--- config.mk ---
export PLATFORM = sky130hd
export DESIGN_NAME = two_level_priority_queue_unit_flat
export DESIGN_NICKNAME = d
export VERILOG_FILES = /design/src/hw/rtl/tlpq_pkg.sv /design/src/hw/rtl/tlpq_if.sv /design/src/hw/rtl/tlpq_ctrl.sv /design/src/hw/rtl/tlpq_dp.sv /design/src/hw/rtl/two_level_priority_queue_unit.sv /design/src/flat_wrapper.sv
export SDC_FILE = /design/constraint.sdc
export NUM_CORES = 2
export LEC_CHECK = 0
export BUFFER_PORTS_ARGS = -buffer_cell sky130_fd_sc_hd__buf_2
export CORE_ASPECT_RATIO = 0.9
export CORE_MARGIN = 1
export CORE_UTILIZATION = 40
export CTS_CLUSTER_DIAMETER = 50
export DETAILED_ROUTE_END_ITERATION = 10
export HOLD_SLACK_MARGIN = 0.08
export PLACE_DENSITY = 0.58
export REMOVE_ABC_BUFFERS = 1
export SKIP_CTS_REPAIR_TIMING = 1
export SYNTH_ARGS = -nofsm -noshare
export SYNTH_HDL_FRONTEND = slang
export SYNTH_SLANG_ARGS = --single-unit
export TNS_END_PERCENT = 100
--- constraint.sdc ---
create_clock -name clk_i -period 4.7 [get_ports clk_i]
set_input_delay 0 -clock clk_i [delete_from_list [all_inputs] [get_ports clk_i]]
set_output_delay 0 -clock clk_i [all_outputs]
set_load 0.01 [all_outputs]
--- src/hw/rtl/tlpq_pkg.sv ---
// Shared types and codes for the two-level priority queue.
// Holds item payload structs, operation codes and controller types.
// No dependencies.
package tlpq_pkg;

  // Width of one request id
  localparam int unsigned IdW = 16;

  // Operation codes carried in the mode field; the fourth code is unused
  typedef enum logic [1:0] {
    MODE_SUBMIT = 2'd0,
    MODE_SERVE  = 2'd1,
    MODE_PEEK   = 2'd2
  } mode_e;

  // Input item
  typedef struct packed {
    logic [1:0]     mode;
    logic [IdW-1:0] request_id;
    logic           high_priority;
  } req_item_t;

  // Result item
  typedef struct packed {
    logic           accepted;
    logic           found;
    logic [IdW-1:0] out_id;
    logic           out_high;
  } rsp_item_t;

  // Controller states
  typedef enum logic [1:0] {
    ST_IDLE,
    ST_EXEC,
    ST_RESP
  } ctrl_state_e;

  // Commands from controller to datapath
  typedef struct packed {
    logic load;  // capture the accepted item
    logic exec;  // access the rings and update pointers
  } dp_cmd_t;

endpackage

--- src/hw/rtl/tlpq_if.sv ---
// Valid/ready channel interfaces for request and result items.
// Depends on tlpq_pkg for the payload structs.
interface tlpq_req_if;
  import tlpq_pkg::*;

  logic      valid;
  logic      ready;
  req_item_t item;

  modport source (output valid, output item, input ready);
  modport sink   (input valid, input item, output ready);
endinterface

interface tlpq_rsp_if;
  import tlpq_pkg::*;

  logic      valid;
  logic      ready;
  rsp_item_t item;

  modport source (output valid, output item, input ready);
  modport sink   (input valid, input item, output ready);
endinterface

--- src/hw/rtl/tlpq_ctrl.sv ---
// Controller state machine: sequences capture, ring access and result hold.
// Depends on tlpq_pkg for states and the command struct.
module tlpq_ctrl (
  input  logic              clk_i,
  input  logic              rst_ni,
  input  logic              in_valid_i,
  output logic              in_ready_o,
  output logic              out_valid_o,
  input  logic              out_ready_i,
  output tlpq_pkg::dp_cmd_t cmd_o
);
  import tlpq_pkg::*;

  ctrl_state_e state_q, state_d;

  // Advance through capture, access and result phases
  always_comb begin
    state_d = state_q;
    case (state_q)
      ST_IDLE: begin
        if (in_valid_i) state_d = ST_EXEC;
      end
      ST_EXEC: begin
        state_d = ST_RESP;
      end
      ST_RESP: begin
        if (out_ready_i) state_d = ST_IDLE;
      end
      default: begin
        state_d = ST_IDLE;
      end
    endcase
  end

  // Drive handshakes and datapath commands
  always_comb begin
    in_ready_o  = 1'b0;
    out_valid_o = 1'b0;
    cmd_o       = '0;
    case (state_q)
      ST_IDLE: begin
        in_ready_o = 1'b1;
        cmd_o.load = in_valid_i;
      end
      ST_EXEC: begin
        cmd_o.exec = 1'b1;
      end
      ST_RESP: begin
        out_valid_o = 1'b1;
      end
      default: begin
        in_ready_o = 1'b0;
      end
    endcase
  end

  always_ff @(posedge clk_i or negedge rst_ni) begin
    if (!rst_ni) begin
      state_q <= ST_IDLE;
    end else begin
      state_q <= state_d;
    end
  end

endmodule

--- src/hw/rtl/tlpq_dp.sv ---
// Datapath: two ring buffers with head pointers and counts, result register.
// Depends on tlpq_pkg for item structs, mode codes and the command struct.
module tlpq_dp #(
  parameter int unsigned QUEUE_DEPTH = 128
) (
  input  logic                clk_i,
  input  logic                rst_ni,
  input  tlpq_pkg::dp_cmd_t   cmd_i,
  input  tlpq_pkg::req_item_t req_i,
  output tlpq_pkg::rsp_item_t rsp_o
);
  import tlpq_pkg::*;

  localparam int unsigned IdxW = $clog2(QUEUE_DEPTH);
  localparam int unsigned CntW = $clog2(QUEUE_DEPTH + 1);
  localparam logic [CntW-1:0] DepthCnt = CntW'(QUEUE_DEPTH);
  localparam logic [CntW:0]   DepthSum = (CntW + 1)'(QUEUE_DEPTH);
  localparam logic [IdxW-1:0] LastIdx  = IdxW'(QUEUE_DEPTH - 1);

  logic [IdW-1:0] high_mem [QUEUE_DEPTH];
  logic [IdW-1:0] low_mem  [QUEUE_DEPTH];

  logic [1:0]      mode_q;
  logic [IdW-1:0]  id_q;
  logic            hp_q;
  logic [IdxW-1:0] high_head_q, high_head_d, low_head_q, low_head_d;
  logic [CntW-1:0] high_cnt_q, high_cnt_d, low_cnt_q, low_cnt_d;
  logic            acc_q, found_q, out_high_q;
  logic [IdW-1:0]  high_rd_q, low_rd_q;

  logic            is_submit, is_serve, is_lookup;
  logic            high_we, low_we, take_high, take_low;
  logic [IdxW-1:0] high_tail, low_tail;
  logic [CntW:0]   high_sum, low_sum;

  // Decode the captured operation
  assign is_submit = (mode_q == MODE_SUBMIT);
  assign is_serve  = (mode_q == MODE_SERVE);
  assign is_lookup = (mode_q == MODE_SERVE) || (mode_q == MODE_PEEK);

  // Locate the tail of each ring: head plus count, wrapped once
  assign high_sum  = (CntW + 1)'(high_head_q) + (CntW + 1)'(high_cnt_q);
  assign low_sum   = (CntW + 1)'(low_head_q) + (CntW + 1)'(low_cnt_q);
  assign high_tail = (high_sum >= DepthSum) ? IdxW'(high_sum - DepthSum) : IdxW'(high_sum);
  assign low_tail  = (low_sum >= DepthSum) ? IdxW'(low_sum - DepthSum) : IdxW'(low_sum);

  // Store only when the selected ring has room
  assign high_we = cmd_i.exec && is_submit && hp_q && (high_cnt_q != DepthCnt);
  assign low_we  = cmd_i.exec && is_submit && !hp_q && (low_cnt_q != DepthCnt);

  // Pick the high ring first, then the low ring
  assign take_high = is_lookup && (high_cnt_q != '0);
  assign take_low  = is_lookup && (high_cnt_q == '0) && (low_cnt_q != '0);

  // Update pointers and counts
  always_comb begin
    high_head_d = high_head_q;
    high_cnt_d  = high_cnt_q;
    low_head_d  = low_head_q;
    low_cnt_d   = low_cnt_q;
    if (cmd_i.exec) begin
      if (high_we) high_cnt_d = high_cnt_q + CntW'(1);
      if (low_we)  low_cnt_d  = low_cnt_q + CntW'(1);
      if (is_serve && take_high) begin
        high_head_d = (high_head_q == LastIdx) ? '0 : high_head_q + IdxW'(1);
        high_cnt_d  = high_cnt_q - CntW'(1);
      end
      if (is_serve && take_low) begin
        low_head_d = (low_head_q == LastIdx) ? '0 : low_head_q + IdxW'(1);
        low_cnt_d  = low_cnt_q - CntW'(1);
      end
    end
  end

  // Write rings on submit and register the head entries on lookup
  always_ff @(posedge clk_i) begin
    if (high_we) high_mem[high_tail] <= id_q;
    if (low_we)  low_mem[low_tail]   <= id_q;
    if (cmd_i.exec && is_lookup) begin
      high_rd_q <= high_mem[high_head_q];
      low_rd_q  <= low_mem[low_head_q];
    end
  end

  // Capture the accepted item
  always_ff @(posedge clk_i) begin
    if (cmd_i.load) begin
      mode_q <= req_i.mode;
      id_q   <= req_i.request_id;
      hp_q   <= req_i.high_priority;
    end
  end

  // Hold ring state and result flags
  always_ff @(posedge clk_i or negedge rst_ni) begin
    if (!rst_ni) begin
      high_head_q <= '0;
      high_cnt_q  <= '0;
      low_head_q  <= '0;
      low_cnt_q   <= '0;
      acc_q       <= 1'b0;
      found_q     <= 1'b0;
      out_high_q  <= 1'b0;
    end else begin
      high_head_q <= high_head_d;
      high_cnt_q  <= high_cnt_d;
      low_head_q  <= low_head_d;
      low_cnt_q   <= low_cnt_d;
      if (cmd_i.exec) begin
        acc_q      <= high_we || low_we;
        found_q    <= take_high || take_low;
        out_high_q <= take_high;
      end
    end
  end

  // Form the result item; the id reads as zero when nothing was found
  always_comb begin
    rsp_o.accepted = acc_q;
    rsp_o.found    = found_q;
    rsp_o.out_high = out_high_q;
    if (!found_q) begin
      rsp_o.out_id = '0;
    end else if (out_high_q) begin
      rsp_o.out_id = high_rd_q;
    end else begin
      rsp_o.out_id = low_rd_q;
    end
  end

endmodule

--- src/hw/rtl/two_level_priority_queue_unit.sv ---
// Two-level strict-priority request queue. Submit appends a 16-bit id to the
// high or low ring (rejected when that ring is full); serve removes and peek
// returns the oldest high-priority id, else the oldest low-priority id, with
// found cleared when both rings are empty. Items are handled one at a time:
// each passes through capture, ring access with registered read and result,
// and the result is held until the sink takes it. Ring contents are not
// cleared at reset; only written entries ever reach the result.
// Depends on tlpq_pkg, tlpq_if, tlpq_ctrl and tlpq_dp.
module two_level_priority_queue_unit #(
  parameter int unsigned QUEUE_DEPTH = 128
) (
  input logic         clk_i,
  input logic         rst_ni,
  tlpq_req_if.sink    req_i,
  tlpq_rsp_if.source  rsp_o
);
  import tlpq_pkg::*;

  dp_cmd_t   cmd;
  rsp_item_t rsp_item;

  // Sequence each item
  tlpq_ctrl u_ctrl (
    .clk_i       (clk_i),
    .rst_ni      (rst_ni),
    .in_valid_i  (req_i.valid),
    .in_ready_o  (req_i.ready),
    .out_valid_o (rsp_o.valid),
    .out_ready_i (rsp_o.ready),
    .cmd_o       (cmd)
  );

  // Rings, pointers and result register
  tlpq_dp #(
    .QUEUE_DEPTH (QUEUE_DEPTH)
  ) u_dp (
    .clk_i  (clk_i),
    .rst_ni (rst_ni),
    .cmd_i  (cmd),
    .req_i  (req_i.item),
    .rsp_o  (rsp_item)
  );

  assign rsp_o.item = rsp_item;

endmodule

--- src/flat_wrapper.sv ---
// flat-port wrapper written by rule: the top's interface ports become plain ports
module two_level_priority_queue_unit_flat import tlpq_pkg::*;
#(
  parameter int unsigned QUEUE_DEPTH = 128
)
  (clk_i, rst_ni, req_i_valid, req_i_item, req_i_ready, rsp_o_valid, rsp_o_item, rsp_o_ready);
  tlpq_req_if req_i_i ();
  tlpq_rsp_if rsp_o_i ();
  input logic clk_i;
  input logic rst_ni;
  input wire logic [$bits(req_i_i.valid)-1:0] req_i_valid;
  input wire logic [$bits(req_i_i.item)-1:0] req_i_item;
  output wire logic [$bits(req_i_i.ready)-1:0] req_i_ready;
  output wire logic [$bits(rsp_o_i.valid)-1:0] rsp_o_valid;
  output wire logic [$bits(rsp_o_i.item)-1:0] rsp_o_item;
  input wire logic [$bits(rsp_o_i.ready)-1:0] rsp_o_ready;
  assign req_i_i.valid = req_i_valid;
  assign req_i_i.item = req_i_item;
  assign req_i_ready = req_i_i.ready;
  assign rsp_o_valid = rsp_o_i.valid;
  assign rsp_o_item = rsp_o_i.item;
  assign rsp_o_i.ready = rsp_o_ready;
  two_level_priority_queue_unit #(.QUEUE_DEPTH(QUEUE_DEPTH)) u_core (.clk_i(clk_i), .rst_ni(rst_ni), .req_i(req_i_i), .rsp_o(rsp_o_i));
endmodule
# Word level (Yosys, flattened, before mapping)
# Memory sizes are Yosys's and may differ from the RTL's. A register that Yosys moved wholly into a read port is not among the register bits.
# Index checks and enable logic that the tools add are counted.
# W data, S select, Z words.
# classes
add_sub_neg,10
order_cmp,2
eq_ne,10
mux,21
reduce_logical,27
# ops
cell,count
$mux W16,2
$mux W8,4
$mux W7,4
$add A7 B8 Y9,2
$ge A9 B8 Y1 const B,2
$add A8 B1 Y8 const B,2
$ne A8 B8 Y1 const B,2
$reduce_bool A8 Y1,2
$sub A8 B1 Y8 const B,2
$add A7 B1 Y7 const B,2
$eq A7 B7 Y1 const B,2
$sub A7 B1 Y7 const B,2
$logic_and A1 B1 Y1,11
$reduce_and A2 Y1,5
$logic_not A8 Y1,1
$mux W1,8
$pmux W2 S3,1
$eq A2 B1 Y1 const B,2
$eq A2 B2 Y1 const B,2
$logic_not A2 Y1,2
$mux W2,2
$ne A2 B2 Y1 const B,2
$reduce_bool A2 Y1,2
$logic_or A1 B1 Y1,3
$logic_not A1 Y1,1
# totals
regBits,54
ramBits,4096
input_bits,23
output_inout_bits,21
word_cells,83
mem_count,2
# mem_list
memory,words,width,rd,rd_ports_with_merged_regs,wr,line,rtl
u_core.u_dp.high_mem,128,16,1,1,1,tlpq_dp.sv:20,logic [IdW-1:0] high_mem [QUEUE_DEPTH];
u_core.u_dp.low_mem,128,16,1,1,1,tlpq_dp.sv:21,logic [IdW-1:0] low_mem [QUEUE_DEPTH];

# Logic depth before layout (Yosys ltp)
# depth
depth_word,7
ltp_mapped,12

# Modules after synthesis
# Synthesis repeated with hierarchy kept, for this count alone.
# unflattened
hier_cells,7692
hier_area_um2,163247.8
# by_module_without_submodules
module,n_inst,cells_each,area_per_inst_um2
tlpq_dp,1,7683,163157.7
tlpq_ctrl,1,9,90.1

# Least setup slack after synthesis
# OpenSTA, ideal clock, no wires.
# synth_timing
path_kind,flip-flop to flip-flop
start,register u_core.u_dp.id_q[0]
end,memory u_core.u_dp.high_mem[0][0] (data pin)
setup_time_ns,0.817
arrival_time_ns,3.228
setup_slack_ns,0.654
stages_incl_launch_ff,1
path_buffers,0
cell_sequence,edfxtp_1
# synth_lines
element,line,rtl
start: declaration,tlpq_dp.sv:24,logic [IdW-1:0] id_q;
start signal: assignment,tlpq_dp.sv:89,id_q <= req_i.request_id;
end: declaration,tlpq_dp.sv:20,
# No word-level cell before the write port.

# Final worst setup path
# layout_timing
start,register u_core.u_dp.low_head_q[1]
end,memory u_core.u_dp.low_mem[119][14] (enable)
# layout_via
elab_chain_cells,3
word_cells_on_any_way,4
cone_classes,add/sub (2); order compare (1); mux (1)
# layout_lines
element,line,rtl
start: declaration,tlpq_dp.sv:26,"logic [IdxW-1:0] high_head_q, high_head_d, low_head_q, low_head_d;"
start signal: assignment,tlpq_dp.sv:107,low_head_q <= low_head_d;
$add A7 B8 Y9 *,tlpq_dp.sv:43,assign low_sum = (CntW + 1)'(low_head_q) + (CntW + 1)'(low_cnt_q);
$ge A9 B8 Y1 / $sub A7 B1 Y7 (equally long branches),tlpq_dp.sv:45,assign low_tail = (low_sum >= DepthSum) ? IdxW'(low_sum - DepthSum) : IdxW'(low_sum);
$mux W7 *,tlpq_dp.sv:45,
end: declaration,tlpq_dp.sv:21,
# Every way passes the cells marked *; elsewhere a longest branch is shown, timed or not.

==> impl_metrics.json <==
{
  "ctsRootBufferMaster": "clkbuf_16",
  "report.final.slew_viol_count": 72,
  "synth_flop_cell": "edfxtp_1",
  "vias_per_cell": 5.86,
  "cts_buffers": 455,
  "start_util": 0.403,
  "coreArea_mm2": 0.403,
  "synth-seq-area-share": 0.772,
  "crit_start": "u_core.u_dp.low_head_q[1]",
  "die_w_um": 674,
  "crit_type": "flop to flop",
  "end_kind": "flop",
  "vias": 82500,
  "total_power_mw": 89.1,
  "dr.pass1.iters": 8,
  "grt_max_degree": 180,
  "final.setup_skew_ns": 0.0519,
  "p_per_area_mw_per_mm2": 473,
  "cts_tree": "built",
  "nFillCells": 32900,
  "worstSetupPathDepth": 9,
  "yosysTopAreaCell": "edfxtp_1",
  "placed_cell_area_mm2": 0.173,
  "async_flop_share": 0.00837,
  "setup_tns_ns": 0,
  "vdd_drop_max_uv": 480,
  "min_from": "req_i_item[10]",
  "crit_required_ns": 5.39,
  "synth_cells": 7738,
  "dp_hpwl_um": 273000,
  "gp_congestion": 0.919,
  "synth_area_leaders": "edfxtp_1, mux4_2, mux2i_1",
  "synth.most_common_cell": "edfxtp_1",
  "slew_headroom": -0.108,
  "path_clk_slew_ns": 0.06,
  "worst-path-buf-inv": 2,
  "setup_viol": 0,
  "path_delay_family": "simple AND/OR/NAND/NOR gates",
  "drc": 0,
  "worstMarginPinSlew_ns": 1.66,
  "synth_edf_count": 4147,
  "whs_path_depth": 3,
  "critPathMaxStageDelay_ns": 0.90,
  "grt_pass1_wl_um": 625000,
  "drive_above_1_share": 0.275,
  "rsz0062_at_grt": "no",
  "final_net_count": 8384,
  "hold_path.class": "primary input to flop",
  "io_buffers": 43,
  "ys_types": 70,
  "synth_seq_cells": 4182,
  "min_to": "u_core.u_dp.id_q[9]",
  "r2r_start": "u_core.u_dp.low_head_q[1]",
  "die-area_mm2": 0.409,
  "start_kind": "flop",
  "critPathSlowestCell": "nor3_2",
  "yosys-top-cells-count": "edfxtp_1, mux4_2, mux2i_1",
  "outcome": "finished with violations",
  "clk_latency_ns": 1.00,
  "failed_checks": "max-slew violations",
  "reg2reg_to": "u_core.u_dp.low_mem[119][14]",
  "hold_slack_ns": 0.279,
  "cp_common_cell": "buf_4",
  "overflow": 0,
  "drt_iter0_drc": 11100,
  "final_hold_viol_count": 0,
  "ios": 44,
  "antenna_found_initial": 32,
  "track_usage": 0.214,
  "rrSetupSlack_ns": 0.44,
  "path_cells": "fa_1 > a21o_1 > a21oi_1 > xnor2_1 > nor2_1 > nand2_1 > buf_4 > nor3_2 > buf_4",
  "syn_area_mm2": 0.162,
  "wl_um": 445000,
  "num_rows": 221,
  "p_leak_nw": 56.9,
  "finalInstanceArea_mm2": 0.188,
  "synthDominantCellAreaShare": 0.766,
  "grt_pass1_vias": 81400,
  "cts.sinks": 4182,
  "fin_crit_sh": 0.906,
  "detail-route-antenna-nets": 0,
  "r2r_cells": 9,
  "cts.path.max_buffers": 4,
  "synth-warning-count": 0,
  "fmax_ghz": 0.235,
  "crit_arrival_ns": 4.95,
  "die_h_um": 607,
  "drv_cap": 0,
  "area_growth_pct": 16.0,
  "cts-htree-levels": 5,
  "wire_per_inst_um": 31.6,
  "fin_crit_ns": 4.26,
  "worstPathMaxFanout": 18,
  "syn_area_per_cell_um2": 21.0
}
[placed cells by master, fill, tap and decap left out, drive strengths merged, types with 20 or more instances in the layout]
cell / instances
edfxtp: 4147
mux4: 809
mux2i: 629
clkbuf: 552
buf: 552
a22oi: 327
nor3: 272
nand2: 214
clkinv: 175
nand3: 147
a21oi: 106
mux2: 67
nand4: 59
nor2: 53
o21ai: 51
inv: 47
bufinv: 46
nor2b: 46
dlygate4sd3: 44
dfrtp: 35
nand2b: 26
clkinvlp: 26
xnor2: 25
a31oi: 22
and2: 21
o22ai: 20
[stage by stage]
step,instances,worst slack [ns],util
floorplan,7287,-22.71,-
global placement,13200,0.0764,0.429
detailed placement,13200,0.420,0.429
CTS,14000,0.438,0.466
global route,14100,0.246,0.467
finish,14100,0.443,0.467
[worst register-to-register path: stages (launching register included)]
cell and delay [ns]:
dfrtp_4 0.63, fa_1 0.51, a21o_1 0.17, a21oi_1 0.32, xnor2_1 0.15, nor2_1 0.64, nand2_1 0.17, buf_4 0.19
nor3_2 0.90, buf_4 0.30
[logic make-up after synthesis]
family / after synthesis / synth area share
mux: 1505 / 0.156
flops: 4182 / 0.772
xor+xnor: 42 / 0.00226
compound gates: 640 / 0.0276
fa+ha+maj: 21 / 0.00171
buf+inv: 465 / 0.0140
simple gates: 883 / 0.0271
[layer usage]
layer / GRT usage / part of all wire / up-vias
li1: - / - / 33700
met1: 0.318 / 0.43 / 44200
met2: 0.314 / 0.44 / 3936
met3: 0.0450 / 0.094 / 660
met4: 0.0699 / 0.034 / 6
met5: 0 / 0.000076 / -
[flip-flops by register name, indices dropped and copies added (netlist names), 2 cells and up]
signal,flops
u_core.u_ctrl.state_q,2
u_core.u_dp.high_cnt_q,8
u_core.u_dp.high_head_q,7
u_core.u_dp.high_mem,2048
u_core.u_dp.high_rd_q,16
u_core.u_dp.id_q,16
u_core.u_dp.low_cnt_q,8
u_core.u_dp.low_head_q,7
u_core.u_dp.low_mem,2048
u_core.u_dp.low_rd_q,16
u_core.u_dp.mode_q,2
[cell type report]
| cell class | count | area, µm² | area share |
|---|---|---|---|
| timing repair buffer | 596 | 5140 | 0.0273 |
| tap | 5352 | 6700 | 0.0355 |
| inverter | 14 | 52.6 | 0.000279 |
| sequential | 4182 | 125000 | 0.666 |
| clock inverter | 280 | 2900 | 0.0154 |
| antenna | 9 | 22.5 | 0.000120 |
| multi-input combinational | 3091 | 36300 | 0.193 |
| clock buffer | 552 | 11900 | 0.0632 |
[where the power goes]
part	total [mW]	internal [mW]	switching, mW
Sequential	43.0	42.7	0.316
Combinational	10.8	3.67	7.14
Clock	35.3	20.6	14.7
Total	89.1	67.0	22.2
[worst max-delay path by stage]
stage / slack [ns] / endpoint
after floorplan: -22.71 / u_core.u_dp.high_mem[100][0]
after global routing: 0.25 / u_core.u_dp.low_mem[119][14]
after CTS: 0.44 / u_core.u_dp.low_mem[117][5]
after detailed placement: 0.42 / u_core.u_dp.low_mem[117][14]
after global placement: 0.08 / u_core.u_dp.low_mem[56][7]
final: 0.44 / u_core.u_dp.low_mem[119][14]
Note: power is estimated with default switching activity, not from simulation.
